$ cat src/rtl/htb_pkg.sv
// ----------------------------------------------------------------------------
// htb_pkg: shared types and decode functions for the hex text parser
// Character constants, parse modes, controller commands, status bundle and
// the single-character parse step used by the datapath.
// ----------------------------------------------------------------------------
package htb_pkg;

  // Offset prefix buffer depth (hex digits held at line start)
  localparam int PREFIX_DEPTH = 16;
  localparam int CNT_W        = $clog2(PREFIX_DEPTH + 1);
  localparam int IDX_W        = $clog2(PREFIX_DEPTH);

  // Configuration port
  localparam int CFG_IDX_W = 4;
  localparam logic [CFG_IDX_W-1:0] CFG_STRING_ENABLE = CFG_IDX_W'(0);
  localparam logic [CFG_IDX_W-1:0] CFG_STOP_ON_ERROR = CFG_IDX_W'(1);

  // Characters
  localparam logic [7:0] CH_NUL    = 8'h00;
  localparam logic [7:0] CH_BEL    = 8'h07;
  localparam logic [7:0] CH_BS     = 8'h08;
  localparam logic [7:0] CH_TAB    = 8'h09;
  localparam logic [7:0] CH_NL     = 8'h0A;
  localparam logic [7:0] CH_VT     = 8'h0B;
  localparam logic [7:0] CH_FF     = 8'h0C;
  localparam logic [7:0] CH_CR     = 8'h0D;
  localparam logic [7:0] CH_SPACE  = 8'h20;
  localparam logic [7:0] CH_QUOTE  = 8'h22;
  localparam logic [7:0] CH_COLON  = 8'h3A;
  localparam logic [7:0] CH_SEMI   = 8'h3B;
  localparam logic [7:0] CH_BSLASH = 8'h5C;
  localparam logic [7:0] CH_BAR    = 8'h7C;
  localparam logic [7:0] CH_0      = 8'h30;
  localparam logic [7:0] CH_9      = 8'h39;
  localparam logic [7:0] CH_UA     = 8'h41;
  localparam logic [7:0] CH_UF     = 8'h46;
  localparam logic [7:0] CH_LA     = 8'h61;
  localparam logic [7:0] CH_LB     = 8'h62;
  localparam logic [7:0] CH_LF     = 8'h66;
  localparam logic [7:0] CH_LN     = 8'h6E;
  localparam logic [7:0] CH_LR     = 8'h72;
  localparam logic [7:0] CH_LT     = 8'h74;
  localparam logic [7:0] CH_LV     = 8'h76;

  typedef enum logic [2:0] {
    ERR_NONE    = 3'd0,
    ERR_NIBBLE  = 3'd1,
    ERR_ESCAPE  = 3'd2,
    ERR_UNTERM  = 3'd3,
    ERR_INVALID = 3'd4
  } err_t;

  typedef enum logic [2:0] {
    M_PREFIX = 3'd0,
    M_COLON  = 3'd1,
    M_DATA   = 3'd2,
    M_NIBBLE = 3'd3,
    M_STRING = 3'd4,
    M_ESCAPE = 3'd5,
    M_SKIP   = 3'd6
  } mode_t;

  // Classification of the incoming character against the line-start state
  typedef enum logic [2:0] {
    CLS_STORE,        // hex digit goes into the prefix buffer
    CLS_TO_COLON,     // colon after prefix digits
    CLS_OFFSET,       // colon and space: prefix was an offset
    CLS_DIRECT,       // parsed in one step, no flush
    CLS_FLUSH,        // flush held digits, then parse the character
    CLS_FLUSH_COLON   // flush, parse the colon, then parse the character
  } cls_t;

  // Controller commands to the datapath
  typedef enum logic [3:0] {
    OP_NONE,
    OP_STORE,
    OP_TO_COLON,
    OP_OFFSET,
    OP_DIRECT,
    OP_CAPTURE,
    OP_FLUSH_PAIR,
    OP_FLUSH_END,
    OP_STEP_COLON,
    OP_STEP_CHAR
  } op_t;

  typedef struct packed {
    cls_t cls;
    logic pair_avail;   // at least two digits left in the buffer
    logic colon_case;   // captured character follows a colon
    logic out_free;     // output register can take a result this cycle
  } status_t;

  typedef struct packed {
    mode_t      mode;
    logic [3:0] pend;
    logic       emit;
    logic [7:0] data;
    logic       valid;
    err_t       err;
  } step_t;

  function automatic logic is_hex(input logic [7:0] c);
    return ((c >= CH_0) && (c <= CH_9)) || ((c >= CH_LA) && (c <= CH_LF)) ||
           ((c >= CH_UA) && (c <= CH_UF));
  endfunction

  function automatic logic [3:0] hex_val(input logic [7:0] c);
    logic [7:0] t;
    if ((c >= CH_0) && (c <= CH_9)) t = c - CH_0;
    else if ((c >= CH_LA) && (c <= CH_LF)) t = c - (CH_LA - 8'd10);
    else if ((c >= CH_UA) && (c <= CH_UF)) t = c - (CH_UA - 8'd10);
    else t = 8'h00;
    return t[3:0];
  endfunction

  // One character of data/string parsing from a given mode
  function automatic step_t htb_step(input mode_t mode, input logic [3:0] pend,
                                     input logic [7:0] c, input logic str_en,
                                     input logic stop);
    step_t s;
    s.mode  = mode;
    s.pend  = pend;
    s.emit  = 1'b0;
    s.data  = 8'h00;
    s.valid = 1'b0;
    s.err   = ERR_NONE;
    unique case (mode)
      M_DATA: begin
        if (c == CH_NL) begin
          s.mode = M_PREFIX;
          s.pend = 4'h0;
        end else if ((c == CH_BAR) || (c == CH_SEMI) || (c == CH_CR) || (c == CH_NUL)) begin
          s.mode = M_SKIP;
        end else if ((c == CH_SPACE) || (c == CH_TAB) || (c == CH_VT) || (c == CH_FF)) begin
          s.mode = M_DATA;
        end else if (is_hex(c)) begin
          s.pend = hex_val(c);
          s.mode = M_NIBBLE;
        end else if ((c == CH_QUOTE) && str_en) begin
          s.mode = M_STRING;
        end else begin
          s.emit = 1'b1;
          s.err  = ERR_INVALID;
          if (stop) s.mode = M_SKIP;
        end
      end
      M_NIBBLE: begin
        s.emit = 1'b1;
        s.pend = 4'h0;
        if (is_hex(c)) begin
          s.data  = {pend, hex_val(c)};
          s.valid = 1'b1;
          s.mode  = M_DATA;
        end else begin
          s.err = ERR_NIBBLE;
          if (c == CH_NL) s.mode = M_PREFIX;
          else if ((c == CH_NUL) || stop) s.mode = M_SKIP;
          else s.mode = M_DATA;
        end
      end
      M_STRING, M_ESCAPE: begin
        if (c == CH_NL) begin
          s.emit = 1'b1;
          s.err  = ERR_UNTERM;
          s.mode = M_PREFIX;
          s.pend = 4'h0;
        end else if ((c == CH_CR) || (c == CH_NUL)) begin
          s.emit = 1'b1;
          s.err  = ERR_UNTERM;
          s.mode = M_SKIP;
        end else if (mode == M_STRING) begin
          if (c == CH_BSLASH) s.mode = M_ESCAPE;
          else if (c == CH_QUOTE) s.mode = M_DATA;
          else begin
            s.emit  = 1'b1;
            s.data  = c;
            s.valid = 1'b1;
          end
        end else begin
          // escape sequence
          s.mode  = M_STRING;
          s.emit  = 1'b1;
          s.valid = 1'b1;
          unique case (c)
            CH_LN:     s.data = CH_NL;
            CH_LR:     s.data = CH_CR;
            CH_LT:     s.data = CH_TAB;
            CH_LV:     s.data = CH_VT;
            CH_LA:     s.data = CH_BEL;
            CH_LB:     s.data = CH_BS;
            CH_LF:     s.data = CH_FF;
            CH_QUOTE:  s.data = CH_QUOTE;
            CH_BSLASH: s.data = CH_BSLASH;
            default: begin
              s.data = c;
              s.err  = ERR_ESCAPE;
            end
          endcase
        end
      end
      default: begin
        // skip to end of line
        if (c == CH_NL) begin
          s.mode = M_PREFIX;
          s.pend = 4'h0;
        end else begin
          s.mode = M_SKIP;
        end
      end
    endcase
    return s;
  endfunction

endpackage

$ cat src/rtl/htb_in_if.sv
// ----------------------------------------------------------------------------
// htb_in_if: character input channel
// Valid/ready channel carrying one text character per beat.
// ----------------------------------------------------------------------------
interface htb_in_if;
  logic       valid;
  logic       ready;
  logic [7:0] in_char;

  modport source (output valid, output in_char, input ready);
  modport sink   (input valid, input in_char, output ready);
endinterface

$ cat src/rtl/htb_out_if.sv
// ----------------------------------------------------------------------------
// htb_out_if: decoded result channel
// Valid/ready channel carrying one decoded byte or error report per beat.
// ----------------------------------------------------------------------------
interface htb_out_if;
  logic       valid;
  logic       ready;
  logic [7:0] out_byte;
  logic       byte_valid;
  logic [2:0] error_code;
  logic       last;

  modport source (output valid, output out_byte, output byte_valid, output error_code,
                  output last, input ready);
  modport sink   (input valid, input out_byte, input byte_valid, input error_code,
                  input last, output ready);
endinterface

$ cat src/rtl/htb_cfg_if.sv
// ----------------------------------------------------------------------------
// htb_cfg_if: configuration write channel
// Valid/ready channel carrying a register index and write data per beat.
// ----------------------------------------------------------------------------
interface htb_cfg_if;
  import htb_pkg::*;
  logic                 valid;
  logic                 ready;
  logic [CFG_IDX_W-1:0] index;
  logic                 data;

  modport source (output valid, output index, output data, input ready);
  modport sink   (input valid, input index, input data, output ready);
endinterface

$ cat src/rtl/htb_ctrl.sv
// ----------------------------------------------------------------------------
// htb_ctrl: parser sequencer
// Accepts characters and sequences prefix flushes and multi-step parsing.
// ----------------------------------------------------------------------------
module htb_ctrl (
  input  logic             clk,
  input  logic             rst_n,
  input  logic             in_valid,
  output logic             in_ready,
  input  htb_pkg::status_t status,
  output htb_pkg::op_t     op
);
  import htb_pkg::*;

  typedef enum logic [1:0] {
    S_IDLE,
    S_FLUSH,
    S_COLON,
    S_CHAR
  } state_t;

  state_t state_r;
  state_t state_nxt;

  // Command decode and next state
  always_comb begin
    state_nxt = state_r;
    op        = OP_NONE;
    in_ready  = 1'b0;
    unique case (state_r)
      S_IDLE: begin
        in_ready = status.out_free;
        if (in_valid && status.out_free) begin
          unique case (status.cls)
            CLS_STORE:    op = OP_STORE;
            CLS_TO_COLON: op = OP_TO_COLON;
            CLS_OFFSET:   op = OP_OFFSET;
            CLS_DIRECT:   op = OP_DIRECT;
            default: begin
              op        = OP_CAPTURE;
              state_nxt = S_FLUSH;
            end
          endcase
        end
      end
      S_FLUSH: begin
        if (status.pair_avail) begin
          if (status.out_free) op = OP_FLUSH_PAIR;
        end else begin
          op        = OP_FLUSH_END;
          state_nxt = status.colon_case ? S_COLON : S_CHAR;
        end
      end
      S_COLON: begin
        if (status.out_free) begin
          op        = OP_STEP_COLON;
          state_nxt = S_CHAR;
        end
      end
      default: begin
        if (status.out_free) begin
          op        = OP_STEP_CHAR;
          state_nxt = S_IDLE;
        end
      end
    endcase
  end

  // State register
  always_ff @(posedge clk) begin
    if (!rst_n) begin
      state_r <= S_IDLE;
    end else begin
      state_r <= state_nxt;
    end
  end

endmodule

$ cat src/rtl/htb_dpath.sv
// ----------------------------------------------------------------------------
// htb_dpath: parser datapath
// Parse state, prefix digit buffer, config registers and output register.
// ----------------------------------------------------------------------------
module htb_dpath (
  input  logic                          clk,
  input  logic                          rst_n,
  input  logic [7:0]                    in_char,
  input  logic                          cfg_valid,
  input  logic [htb_pkg::CFG_IDX_W-1:0] cfg_index,
  input  logic                          cfg_data,
  input  logic                          out_ready,
  output logic                          out_valid,
  output logic [7:0]                    out_byte,
  output logic                          byte_valid,
  output logic [2:0]                    error_code,
  output logic                          last,
  input  htb_pkg::op_t                  op,
  output htb_pkg::status_t              status
);
  import htb_pkg::*;

  mode_t            mode_r, mode_nxt;
  logic [3:0]       pend_r, pend_nxt;
  logic [CNT_W-1:0] count_r, count_nxt;
  logic [3:0]       dig_r [PREFIX_DEPTH];
  logic [7:0]       char_r;
  logic             colon_r;
  logic             str_en_r;
  logic             stop_r;
  logic             out_valid_r, out_valid_nxt;
  logic [7:0]       out_byte_r;
  logic             byte_valid_r;
  err_t             err_r;
  logic             last_r;

  mode_t            s1_mode;
  logic [3:0]       s1_pend;
  logic [7:0]       s1_char;
  mode_t            s2_mode;
  logic [3:0]       s2_pend;
  step_t            s1;
  step_t            s2;
  logic             out_free;
  logic             emit_go;
  logic             tail_emits;
  logic             res_last;
  logic [7:0]       res_byte;
  logic             res_valid;
  err_t             res_err;
  cls_t             cls;

  assign out_free = !out_valid_r || out_ready;

  // Classify the character waiting at the input
  always_comb begin
    unique case (mode_r)
      M_PREFIX: begin
        if (is_hex(in_char) && (count_r < CNT_W'(PREFIX_DEPTH))) cls = CLS_STORE;
        else if (in_char == CH_COLON) cls = CLS_TO_COLON;
        else if (count_r == '0) cls = CLS_DIRECT;
        else cls = CLS_FLUSH;
      end
      M_COLON: cls = (in_char == CH_SPACE) ? CLS_OFFSET : CLS_FLUSH_COLON;
      default: cls = CLS_DIRECT;
    endcase
  end

  assign status.cls        = cls;
  assign status.pair_avail = (count_r >= CNT_W'(2));
  assign status.colon_case = colon_r;
  assign status.out_free   = out_free;

  // Main step input select; an empty prefix parses as data
  always_comb begin
    s1_pend = pend_r;
    unique case (op)
      OP_DIRECT: begin
        s1_mode = (mode_r == M_PREFIX) ? M_DATA : mode_r;
        s1_char = in_char;
      end
      OP_STEP_COLON: begin
        s1_mode = mode_r;
        s1_char = CH_COLON;
      end
      default: begin
        s1_mode = mode_r;
        s1_char = char_r;
      end
    endcase
  end

  assign s1 = htb_step(s1_mode, s1_pend, s1_char, str_en_r, stop_r);

  // Lookahead step: the character after the colon, or the tail after a flush
  always_comb begin
    if (op == OP_STEP_COLON) begin
      s2_mode = s1.mode;
      s2_pend = s1.pend;
    end else begin
      s2_mode = M_DATA;
      s2_pend = 4'h0;
    end
  end

  assign s2 = htb_step(s2_mode, s2_pend, char_r, str_en_r, stop_r);

  // Odd digit count or a colon step always yields a result after the flush
  assign tail_emits = colon_r || count_r[0] || s2.emit;

  // Result select
  always_comb begin
    emit_go   = 1'b0;
    res_byte  = s1.data;
    res_valid = s1.valid;
    res_err   = s1.err;
    res_last  = 1'b1;
    unique case (op)
      OP_DIRECT, OP_STEP_CHAR: emit_go = s1.emit;
      OP_STEP_COLON: begin
        emit_go  = s1.emit;
        res_last = !s2.emit;
      end
      OP_FLUSH_PAIR: begin
        emit_go   = 1'b1;
        res_byte  = {dig_r[0], dig_r[1]};
        res_valid = 1'b1;
        res_err   = ERR_NONE;
        res_last  = (count_r < CNT_W'(4)) && !tail_emits;
      end
      default: emit_go = 1'b0;
    endcase
  end

  // Parse state next values
  always_comb begin
    mode_nxt  = mode_r;
    pend_nxt  = pend_r;
    count_nxt = count_r;
    unique case (op)
      OP_STORE:      count_nxt = count_r + CNT_W'(1);
      OP_TO_COLON:   mode_nxt = M_COLON;
      OP_OFFSET: begin
        mode_nxt  = M_DATA;
        count_nxt = '0;
      end
      OP_DIRECT, OP_STEP_COLON, OP_STEP_CHAR: begin
        mode_nxt = s1.mode;
        pend_nxt = s1.pend;
      end
      OP_FLUSH_PAIR: count_nxt = count_r - CNT_W'(2);
      OP_FLUSH_END: begin
        mode_nxt  = count_r[0] ? M_NIBBLE : M_DATA;
        pend_nxt  = count_r[0] ? dig_r[0] : 4'h0;
        count_nxt = '0;
      end
      default: mode_nxt = mode_r;
    endcase
  end

  // Output register handshake
  always_comb begin
    if (emit_go) out_valid_nxt = 1'b1;
    else if (out_ready) out_valid_nxt = 1'b0;
    else out_valid_nxt = out_valid_r;
  end

  // Control registers
  always_ff @(posedge clk) begin
    if (!rst_n) begin
      mode_r      <= M_PREFIX;
      pend_r      <= 4'h0;
      count_r     <= '0;
      colon_r     <= 1'b0;
      str_en_r    <= 1'b1;
      stop_r      <= 1'b0;
      out_valid_r <= 1'b0;
    end else begin
      mode_r      <= mode_nxt;
      pend_r      <= pend_nxt;
      count_r     <= count_nxt;
      out_valid_r <= out_valid_nxt;
      if (op == OP_CAPTURE) colon_r <= (cls == CLS_FLUSH_COLON);
      if (cfg_valid && (cfg_index == CFG_STRING_ENABLE)) str_en_r <= cfg_data;
      if (cfg_valid && (cfg_index == CFG_STOP_ON_ERROR)) stop_r <= cfg_data;
    end
  end

  // Prefix buffer: written at the fill position, drained two digits at a time
  always_ff @(posedge clk) begin
    if (op == OP_STORE) begin
      dig_r[count_r[IDX_W-1:0]] <= hex_val(in_char);
    end else if (op == OP_FLUSH_PAIR) begin
      for (int i = 0; i < PREFIX_DEPTH - 2; i++) begin
        dig_r[i] <= dig_r[i+2];
      end
    end
  end

  // Payload registers
  always_ff @(posedge clk) begin
    if (op == OP_CAPTURE) char_r <= in_char;
    if (emit_go) begin
      out_byte_r   <= res_byte;
      byte_valid_r <= res_valid;
      err_r        <= res_err;
      last_r       <= res_last;
    end
  end

  assign out_valid  = out_valid_r;
  assign out_byte   = out_byte_r;
  assign byte_valid = byte_valid_r;
  assign error_code = err_r;
  assign last       = last_r;

endmodule

$ cat src/rtl/hex_text_to_bytes_parser_unit.sv
// ----------------------------------------------------------------------------
// hex_text_to_bytes_parser_unit: hex dump text to byte decoder
// Decodes a character stream of hex dump text into bytes and error reports.
// ----------------------------------------------------------------------------
// When the controller is idle, a character is accepted whenever the output
// register is empty or being drained; most characters are parsed as they are
// accepted and yield at most one result. Hex digits at the start of a line
// are held in a 16-digit prefix buffer. A character that releases them as
// data is captured, the held digits drain as bytes a pair at a time through
// the single output register, the flush is closed, a lone colon that preceded
// it is parsed, and then the character itself is parsed. Results carry last
// on the final result of each character. Configuration writes are always
// accepted and take effect on the next cycle.
module hex_text_to_bytes_parser_unit (
  input  logic      clk,
  input  logic      rst_n,
  htb_in_if.sink    in_ch,
  htb_out_if.source out_ch,
  htb_cfg_if.sink   cfg_ch
);
  import htb_pkg::*;

  op_t     op;
  status_t status;

  // Configuration writes never stall
  assign cfg_ch.ready = 1'b1;

  htb_ctrl u_ctrl (
    .clk      (clk),
    .rst_n    (rst_n),
    .in_valid (in_ch.valid),
    .in_ready (in_ch.ready),
    .status   (status),
    .op       (op)
  );

  htb_dpath u_dpath (
    .clk        (clk),
    .rst_n      (rst_n),
    .in_char    (in_ch.in_char),
    .cfg_valid  (cfg_ch.valid),
    .cfg_index  (cfg_ch.index),
    .cfg_data   (cfg_ch.data),
    .out_ready  (out_ch.ready),
    .out_valid  (out_ch.valid),
    .out_byte   (out_ch.out_byte),
    .byte_valid (out_ch.byte_valid),
    .error_code (out_ch.error_code),
    .last       (out_ch.last),
    .op         (op),
    .status     (status)
  );

endmodule
$ cat src/flat_wrapper.sv
// flat-port wrapper written by rule: the top's interface ports become plain ports
module hex_text_to_bytes_parser_unit_flat import htb_pkg::*;
  (clk, rst_n, in_ch_valid, in_ch_in_char, in_ch_ready, out_ch_valid, out_ch_out_byte, out_ch_byte_valid, out_ch_error_code, out_ch_last, out_ch_ready, cfg_ch_valid, cfg_ch_index, cfg_ch_data, cfg_ch_ready);
  htb_in_if in_ch_i ();
  htb_out_if out_ch_i ();
  htb_cfg_if cfg_ch_i ();
  input  logic clk;
  input  logic rst_n;
  input wire logic [$bits(in_ch_i.valid)-1:0] in_ch_valid;
  input wire logic [$bits(in_ch_i.in_char)-1:0] in_ch_in_char;
  output wire logic [$bits(in_ch_i.ready)-1:0] in_ch_ready;
  output wire logic [$bits(out_ch_i.valid)-1:0] out_ch_valid;
  output wire logic [$bits(out_ch_i.out_byte)-1:0] out_ch_out_byte;
  output wire logic [$bits(out_ch_i.byte_valid)-1:0] out_ch_byte_valid;
  output wire logic [$bits(out_ch_i.error_code)-1:0] out_ch_error_code;
  output wire logic [$bits(out_ch_i.last)-1:0] out_ch_last;
  input wire logic [$bits(out_ch_i.ready)-1:0] out_ch_ready;
  input wire logic [$bits(cfg_ch_i.valid)-1:0] cfg_ch_valid;
  input wire logic [$bits(cfg_ch_i.index)-1:0] cfg_ch_index;
  input wire logic [$bits(cfg_ch_i.data)-1:0] cfg_ch_data;
  output wire logic [$bits(cfg_ch_i.ready)-1:0] cfg_ch_ready;
  assign in_ch_i.valid = in_ch_valid;
  assign in_ch_i.in_char = in_ch_in_char;
  assign in_ch_ready = in_ch_i.ready;
  assign out_ch_valid = out_ch_i.valid;
  assign out_ch_out_byte = out_ch_i.out_byte;
  assign out_ch_byte_valid = out_ch_i.byte_valid;
  assign out_ch_error_code = out_ch_i.error_code;
  assign out_ch_last = out_ch_i.last;
  assign out_ch_i.ready = out_ch_ready;
  assign cfg_ch_i.valid = cfg_ch_valid;
  assign cfg_ch_i.index = cfg_ch_index;
  assign cfg_ch_i.data = cfg_ch_data;
  assign cfg_ch_ready = cfg_ch_i.ready;
  hex_text_to_bytes_parser_unit u_core (.clk(clk), .rst_n(rst_n), .in_ch(in_ch_i), .out_ch(out_ch_i), .cfg_ch(cfg_ch_i));
endmodule
$ cat config.mk
export PLATFORM = sky130hd
export DESIGN_NAME = hex_text_to_bytes_parser_unit_flat
export DESIGN_NICKNAME = d
export VERILOG_FILES = /design/src/rtl/htb_pkg.sv /design/src/rtl/htb_in_if.sv /design/src/rtl/htb_out_if.sv /design/src/rtl/htb_cfg_if.sv /design/src/rtl/htb_ctrl.sv /design/src/rtl/htb_dpath.sv /design/src/rtl/hex_text_to_bytes_parser_unit.sv /design/src/flat_wrapper.sv
export SDC_FILE = /design/constraint.sdc
export NUM_CORES = 1
export LEC_CHECK = 0
export ABC_AREA = 1
export BUFFER_PORTS_ARGS = -buffer_cell sky130_fd_sc_hd__buf_2
export CAP_MARGIN = 25
export CELL_PAD_IN_SITES_DETAIL_PLACEMENT = 1
export CELL_PAD_IN_SITES_GLOBAL_PLACEMENT = 2
export CORE_MARGIN = 3
export CORE_UTILIZATION = 37
export CTS_CLUSTER_DIAMETER = 200
export DETAILED_ROUTE_END_ITERATION = 16
export PLACE_DENSITY_LB_ADDON = 0.1
export SYNTH_ARGS = -nofsm -noshare
export SYNTH_HDL_FRONTEND = slang
export SYNTH_SLANG_ARGS = --single-unit
$ cat constraint.sdc
create_clock -name clk -period 5.1 [get_ports clk]
set_input_delay 0.51 -clock clk [delete_from_list [all_inputs] [get_ports clk]]
set_output_delay 0.51 -clock clk [all_outputs]
set_load 0.02 [all_outputs]
* After elaboration in Yosys (flattened, before gate mapping)
Memory sizes are Yosys's and may differ from the RTL's. Cells that the tools add are included. Widths: inputs -> output; s select.
Word-level totals: bits in writable memories 64, output and inout port bits 16, logic and storage cells 277, memories kept 1, bits in registers 39, bits of input ports 18
Operators by class: $lt $le $gt $ge 21, mux-type cells 106, add/sub/neg operators 8, reduce and logical (&&, ||, !) cells 63, equality and inequality tests 65
Memory list:
- u_core.u_dpath.dig_r | depth 16, width 4, read ports 16, clocked after memory_dff 0, wr ports 14, RTL line htb_dpath.sv:26 | logic [3:0] dig_r [PREFIX_DEPTH];
Operators by type and width (number):
- $eq 8x7->1 const B | 18
- $pmux 8 s9 | 2
- $mux 3 | 28
- $eq 8x4->1 const B | 10
- $eq 8x6->1 const B | 8
- $mux 10 | 6
- $mux 4 | 15
- $ge 8x7->1 const B | 6
- $le 8x7->1 const B | 6
- $mux 9 | 3
- $ge 8x6->1 const B | 3
- $le 8x6->1 const B | 3
- $logic_or 1x1->1 | 24
- $mux 1 | 24
- $pmux 3 s4 | 2
- $pmux 7 s3 | 1
- $eq 3x2->1 const B | 6
- $mux 2 | 9
- $pmux 9 s2 | 1
- $eq 4x3->1 const B | 4
- $logic_and 1x1->1 | 16
- $logic_not 8->1 | 2
- $pmux 8 s2 | 1
- $sub 4x3->4 const B | 4
- other kinds (38) | 61

* Depth between registers and ports, before layout
word-level depth 33, depth in mapped cells 37, depth with buffers taken out 36

* Modules after synthesis
From an unflattened synthesis, not the netlist that was laid out.
Second synthesis, totals: cells, all modules 827, area, all modules 6379.9 sq um
By module, submodules not included:
- htb_dpath | cells each 774, instances 1, area each 6097.1 sq um, seq. area each 2872.8 sq um
- htb_ctrl | cells each 51, instances 1, area each 271.5 sq um, seq. area each 40.0 sq um
- hex_text_to_bytes_parser_unit | cells each 2, instances 1, area each 11.3 sq um, seq. area each 0.0 sq um

* Least setup slack after synthesis
Ideal clock, no wire load.
path type input -> register, start point in in_ch_in_char[0], end point reg u_core.u_dpath.byte_valid_r, in the netlist u_core.u_dpath.byte_valid (enable), library setup time 0.356 ns, stages on the path 32, path buffers 1, data arrival time 3.609 ns, data required time 4.744 ns, path slack 1.135 ns, cell sequence inv_1 -> ha_1 -> nand2_1 -> nand2_1 -> nand2_1 -> nand2_1 -> nand2_2 -> nand2_2 -> nand2_2 -> nand2_1 -> nand2_2 -> a21oi_1 -> nand2_1 -> nand2_1 -> nand2_4 -> nand2_2 -> a21oi_2 -> buf_6 -> o21ai_2 -> inv_1 -> ha_1 -> inv_1 -> nor2_1 -> nand2_1 -> nand2_2 -> nor2_4 -> nand3_2 -> inv_2 -> nand3_2 -> nand2_1 -> nand2_1 -> nand2_1
Between the ends: word-level cells in the longest chain between the ends 23, elaborated cells between the ends (all ways) 79, those cells by class order compare (12); eq/ne (23); mux (21); reduce/logical (23)
RTL lines:
- start: declaration | RTL line flat_wrapper.sv:10 | input wire logic [$bits(in_ch_i.in_char)-1:0] in_ch_in_char;
- $ge 8x6->1 (tied with other cells) | RTL line htb_pkg.sv:104 | return ((c >= CH_0) && (c <= CH_9)) || ((c >= CH_LA) && (c <= CH_LF)) ||
- $logic_and 1x1->1 | RTL line htb_pkg.sv:104
- $logic_or 1x1->1 (2 in a row) | RTL line htb_pkg.sv:104
- $logic_and 1x1->1 | RTL line htb_dpath.sv:59 | if (is_hex(in_char) && (count_r < CNT_W'(PREFIX_DEPTH))) cls = CLS_STORE;
- $mux 3 | RTL line htb_dpath.sv:59
- $pmux 3 s2 | RTL line htb_dpath.sv:57 | unique case (mode_r)
- $eq 3x2->1 (tied with other cells) | RTL line htb_ctrl.sv:34 | unique case (status.cls)
- $pmux 3 s4 | RTL line htb_ctrl.sv:34
- [... 6 more ...]
- $logic_or 1x1->1 (2 in a row) | RTL line htb_pkg.sv:104
- $mux 1 | RTL line htb_pkg.sv:137 | end else if (is_hex(c)) begin
- $mux 5 | RTL line htb_pkg.sv:135 | end else if ((c == CH_SPACE) || (c == CH_TAB) || (c == CH_VT) || (c == CH_FF)) begin
- $mux 5 | RTL line htb_pkg.sv:133 | end else if ((c == CH_BAR) || (c == CH_SEMI) || (c == CH_CR) || (c == CH_NUL)) begin
- $mux 1 | RTL line htb_pkg.sv:130 | if (c == CH_NL) begin
- $pmux 1 s3 | RTL line htb_pkg.sv:128 | unique case (mode)
- $pmux 1 s2 * | RTL line htb_dpath.sv:118 | unique case (op)
- via u_core.u_dpath.emit_go | RTL line htb_dpath.sv:45 | logic emit_go;
- end signal: assignment | RTL line htb_dpath.sv:205 | byte_valid_r <= res_valid;
- end: declaration | RTL line htb_dpath.sv:33 | logic byte_valid_r;
Mark *: on every way through the listed nets, which the timed path passes. The rest lies on a longest branch. A chain may end at the register's enable or synchronous reset.

* Worst setup path in the final report
start point in in_ch_in_char[1], end point reg u_core.u_dpath.out_byte_r[6], in the netlist u_core.u_dpath.out_byte[6] (enable)
Between the ends: word-level cells in the longest chain between the ends 23, elaborated cells between the ends (all ways) 79, those cells by class order compare (12); eq/ne (23); mux (21); reduce/logical (23)
RTL lines:
- $ge 8x6->1 (tied with other cells) | RTL line htb_pkg.sv:104
- $logic_and 1x1->1 | RTL line htb_pkg.sv:104
- $logic_or 1x1->1 (2 in a row) | RTL line htb_pkg.sv:104
- $logic_and 1x1->1 | RTL line htb_dpath.sv:59
- $mux 3 | RTL line htb_dpath.sv:59
- $pmux 3 s2 | RTL line htb_dpath.sv:57
- $eq 3x2->1 (tied with other cells) | RTL line htb_ctrl.sv:34
- $pmux 3 s4 | RTL line htb_ctrl.sv:34
- [... 6 more ...]
- $logic_or 1x1->1 (2 in a row) | RTL line htb_pkg.sv:104
- $mux 1 | RTL line htb_pkg.sv:137
- $mux 5 | RTL line htb_pkg.sv:135
- $mux 5 | RTL line htb_pkg.sv:133
- $mux 1 | RTL line htb_pkg.sv:130
- $pmux 1 s3 | RTL line htb_pkg.sv:128
- $pmux 1 s2 * | RTL line htb_dpath.sv:118
- via u_core.u_dpath.emit_go | RTL line htb_dpath.sv:45
- end signal: assignment | RTL line htb_dpath.sv:204 | out_byte_r <= res_byte;
- end: declaration | RTL line htb_dpath.sv:32 | logic [7:0] out_byte_r;
Marks and branches as above.

==> metrics list <==
- Post-synthesis cell type with the largest combined area: sky130_fd_sc_hd__edfxtp_1
- For this design the top-level I/O count stands at 34.
- In this run the remaining antenna-violating nets after routing total 0.
- The startpoint identified for the worst register-to-register timing path is u_core.u_dpath.count_r[0].
* Clock tree root buffer cell: sky130_fd_sc_hd__clkbuf_16
- Status: complete, no violations
- The share of total power dissipated in sequential elements is 0.295.
- Clock Pin Slew Worst Setup and Hold Paths: 0.08 ns
- For this run, the leading register cell type out of synthesis is sky130_fd_sc_hd__edfxtp_1.
- Post-layout instance count excluding filler cells: 1135
- Rel. slew slack: 0.401
- In this run the tool buffered the top-level ports with 32 buffer cells.
* Count of flip-flops with a built-in enable after synthesis: 85
* Type of the setup path with the least slack: in2reg
- Counting I/O delays and the setup requirement, the final critical path takes 4.55 ns.
- Setup violations remaining at the end of the flow were counted as 0.
* Number of max-slew violations in the final report: 0
- Based on the critical path, the design can be clocked at up to 220 MHz.
- Critical path depth: 31
* CTS Buf Count: 9
- Area growth from synthesis to final layout: 11.2%
* Largest stage delay on the critical path: 0.42 ns
- Final antenna diode count: 0
- Leak: 0.00338 µW
- For this design the total switching power over the nets is 2280 µW.
- For this run, the share of the core covered by cells in the final layout is 0.421.
* Estimated wirelength of the detail-placed design: 15700 µm
* Highest net fanout along the worst path: 13
- The tree built by TritonCTS fans out to 103 sinks.
* Internal Dissipation: 2280 µW
- After clock tree synthesis, the setup repair step added 0 buffers.
- Overall die area: 0.0194 mm²
* Number of cells in the design after placement: 1119
- Routed Wire Length: 19500 µm
- Each instance of the synthesized netlist takes up on average 7.57 µm².
- Cell type of the slowest stage on the worst timing path: sky130_fd_sc_hd__nand2_1
* Critical path data required time: 5.09 ns
- Area contributors post-synth: sky130_fd_sc_hd__edfxtp_1 (39%), sky130_fd_sc_hd__nand2_1 (17%), sky130_fd_sc_hd__dfxtp_1 (5.5%)
- Number of warnings printed during yosys synthesis: 0
- On the final layout, the worst clock skew is 0.0117 ns.
- STA classifies the critical path startpoint as an input port.
- Aggregate global-route resource usage: 0.204
- In this run the cell area of the synthesized design comes to 0.00658 mm².
* Synthesized netlist net count: 908
- CTS tree: done
* Worst reg2reg path endpoint: u_core.u_dpath.out_byte[6]
- Across the run, the number of max-cap violations was 0.
* Sw Ratio: 0.500
- Peak supply drop: 0.243 mV
- First-pass detailed-route iteration total: 4
- The first global-routing pass estimated 32000 µm of wire.
- Of the post-synthesis cell area, the dominant cell type holds 0.388.
- Of the cells placed in the final design, the portion with a size suffix greater than 1 is 0.145.
- In this run the core area contains 48 standard-cell rows.
* Worst endpoint data arrival time: 4.54 ns
- The via count of the first global-routing pass was 6114.
- The worst register-to-register path has a depth of 28.
* Fin crit share: 0.893
* Least-Margin Pin Slew: 0.892 ns
- Pin count of the biggest net entering global routing: 71
- Count of final hold-check violations: 0
* Initial cell density of the core: 0.379
- Antenna violations before repair: 0
- In this run, the number of DRC markers left after iteration 0 of detailed routing was 388.
* Via count: 5795
- The tightest hold path in the finished design has a slack of 0.379 ns.
* Post-synthesis instance total: 869
- In this run the power density over the cells is 624 mW/mm².
- Setup repair after global routing left no endpoint under its margin.
- The congestion estimate from routability-driven global placement came to 0.919.
* H-Tree Depth: 3
- Number of nets at the end of the flow: 944
- Tracing the worst setup path back leads to its startpoint at in_ch_in_char[1].
* Total negative slack: 0 ns
- After floorplanning, the core was sized to cover 0.0174 mm².
* Skew-Pair Late Insertion Delay: 0.35 ns
- Worst Setup Slack, final: 0.547 ns
- For this design, the CTS-stage hold fixing added 0 buffers.
- Number of buffer and inverter instances along the worst setup path: 5
- Of the total power, the clock network draws 0.150.
* Synth Register Bits: 103
* Dominant delay contributor by cell family on the critical path: simple AND/OR/NAND/NOR gates
* Total DRC errors in the routed layout: 0
* Unique cell type count in the Yosys netlist: 47
* Y dimension of the die: 139 µm
* Maximum root-to-sink buffer count: 2
- In the synthesized netlist, the cells that appear most often are sky130_fd_sc_hd__nand2_1 (300), sky130_fd_sc_hd__inv_1 (91), sky130_fd_sc_hd__edfxtp_1 (85), sky130_fd_sc_hd__nor2_1 (85), sky130_fd_sc_hd__nand3_1 (47).
- In the routed layout, each cell is associated on average with a via count of 5.11.
- CP Capture Type: flop
* Power share of the combinational group: 0.555
* Hold Path Class: in2reg
- Width of the die: 139 µm
- Across all register-to-register paths, the minimum setup slack is 0.55 ns.
- For this run the aggregate overflow at the end of global routing stands at 0.
- Among the stages of the critical path, the cell type that occurs most often is sky130_fd_sc_hd__nand2_1.
* Sequential fraction of the synthesis area: 0.443
- In the final routed layout, each cell accounts on average for 17.2 µm.
- Capturing instance or port of the critical path: u_core.u_dpath.out_byte[6]
* Resize count post-CTS: 0
- Proportion of register bits with asynchronous set or reset after synthesis: 0
* Cell with the most instances after synthesis: sky130_fd_sc_hd__nand2_1
- Before CTS, the worst setup slack after placement is 0.143 ns.
final cells by class:
type	instances	area, µm²
fill	2207	10000
multi-input combinational	644	3190
sequential	103	2910
inverter	102	383
tap	225	282
timing repair buffer	45	255
clock buffer	9	225
clock inverter	7	61.3
flip-flops by register name (all words and copies together), names as in the netlist, 2 cells and up:
signal and flops:
u_core.u_dpath.dig_r 64, u_core.u_dpath.char_r 8, u_core.u_dpath.out_byte 8, u_core.u_dpath.count_r 5, u_core.u_dpath.pend_r 4, u_core.u_dpath.error_code 3, u_core.u_dpath.mode_r 3, u_core.u_ctrl.state_r 2
layout by cell type, fill, tap and decap left out, types with 7 or more instances in the layout:
cell type	count
sky130_fd_sc_hd__a21oi_1	36
sky130_fd_sc_hd__nand3_1	47
sky130_fd_sc_hd__o21ai_1	7
sky130_fd_sc_hd__buf_4	12
sky130_fd_sc_hd__edfxtp_1	85
sky130_fd_sc_hd__o21ai_0	37
sky130_fd_sc_hd__inv_2	10
sky130_fd_sc_hd__inv_1	91
sky130_fd_sc_hd__nor3_1	14
sky130_fd_sc_hd__clkbuf_16	9
sky130_fd_sc_hd__o31ai_1	8
sky130_fd_sc_hd__nor2_4	9
sky130_fd_sc_hd__dfxtp_1	18
sky130_fd_sc_hd__buf_2	33
sky130_fd_sc_hd__ha_1	21
sky130_fd_sc_hd__nor2_2	13
sky130_fd_sc_hd__nand2_1	300
sky130_fd_sc_hd__nand2_2	20
sky130_fd_sc_hd__nor2_1	84
metrics by stage:
| step | total power [µW] | instance area (µm²) |
|---|---|---|
| 2_1_floorplan | 3150 | 6580 |
| 3_3_place_gp | 3820 | 7020 |
| 3_5_place_dp | 3900 | 7030 |
| 4_1_cts | 4590 | 7310 |
| 5_1_grt | 4960 | 7310 |
| 6_report | 4560 | 7310 |
routing by layer:
layer | vias to the layer above | global-route usage | part of all wire
li1 | 2887 | - | -
met1 | 2815 | 0.291 | 0.50
met2 | 75 | 0.328 | 0.46
met3 | 18 | 0.0234 | 0.026
met4 | 0 | 0.0602 | 0.016
met5 | - | 0 | 0
power by group through the flow:
stage	clock, µW	combinational [µW]	sequential (µW)
floorplan	0	1760	1390
global placement	0	2470	1350
detailed placement	0	2530	1360
CTS	699	2550	1350
global route	729	2860	1370
finish	686	2530	1340
how the worst min path moves through the flow:
stage,from,end,slack (ns),cells after the start
final,in_ch_in_char[3],u_core.u_dpath.char_r[3],0.38,1
after floorplan,u_core.u_dpath.colon_r,u_core.u_dpath.colon_r,0.45,2
after detailed placement,u_core.u_dpath.colon_r,u_core.u_dpath.colon_r,0.50,2
after global placement,u_core.u_dpath.dig_r[7][2],u_core.u_dpath.dig_r[5][2],0.50,2
after CTS,in_ch_in_char[3],u_core.u_dpath.char_r[3],0.37,1
after global routing,in_ch_in_char[5],u_core.u_dpath.char_r[5],0.37,1
cells by family (layout without fill, tap and decap cells):
| group | after synthesis | after routing | share of synthesized area |
|---|---|---|---|
| buf+inv | 122 | 163 | 0.0728 |
| simple gates | 510 | 510 | 0.344 |
| flops | 103 | 103 | 0.443 |
| fa+ha+maj | 21 | 21 | 0.0399 |
| compound gates | 108 | 108 | 0.0945 |
| xor+xnor | 4 | 4 | 0.00533 |
| other cells | 1 | 1 | 0.000570 |
(Power assumes the default switching activity.)
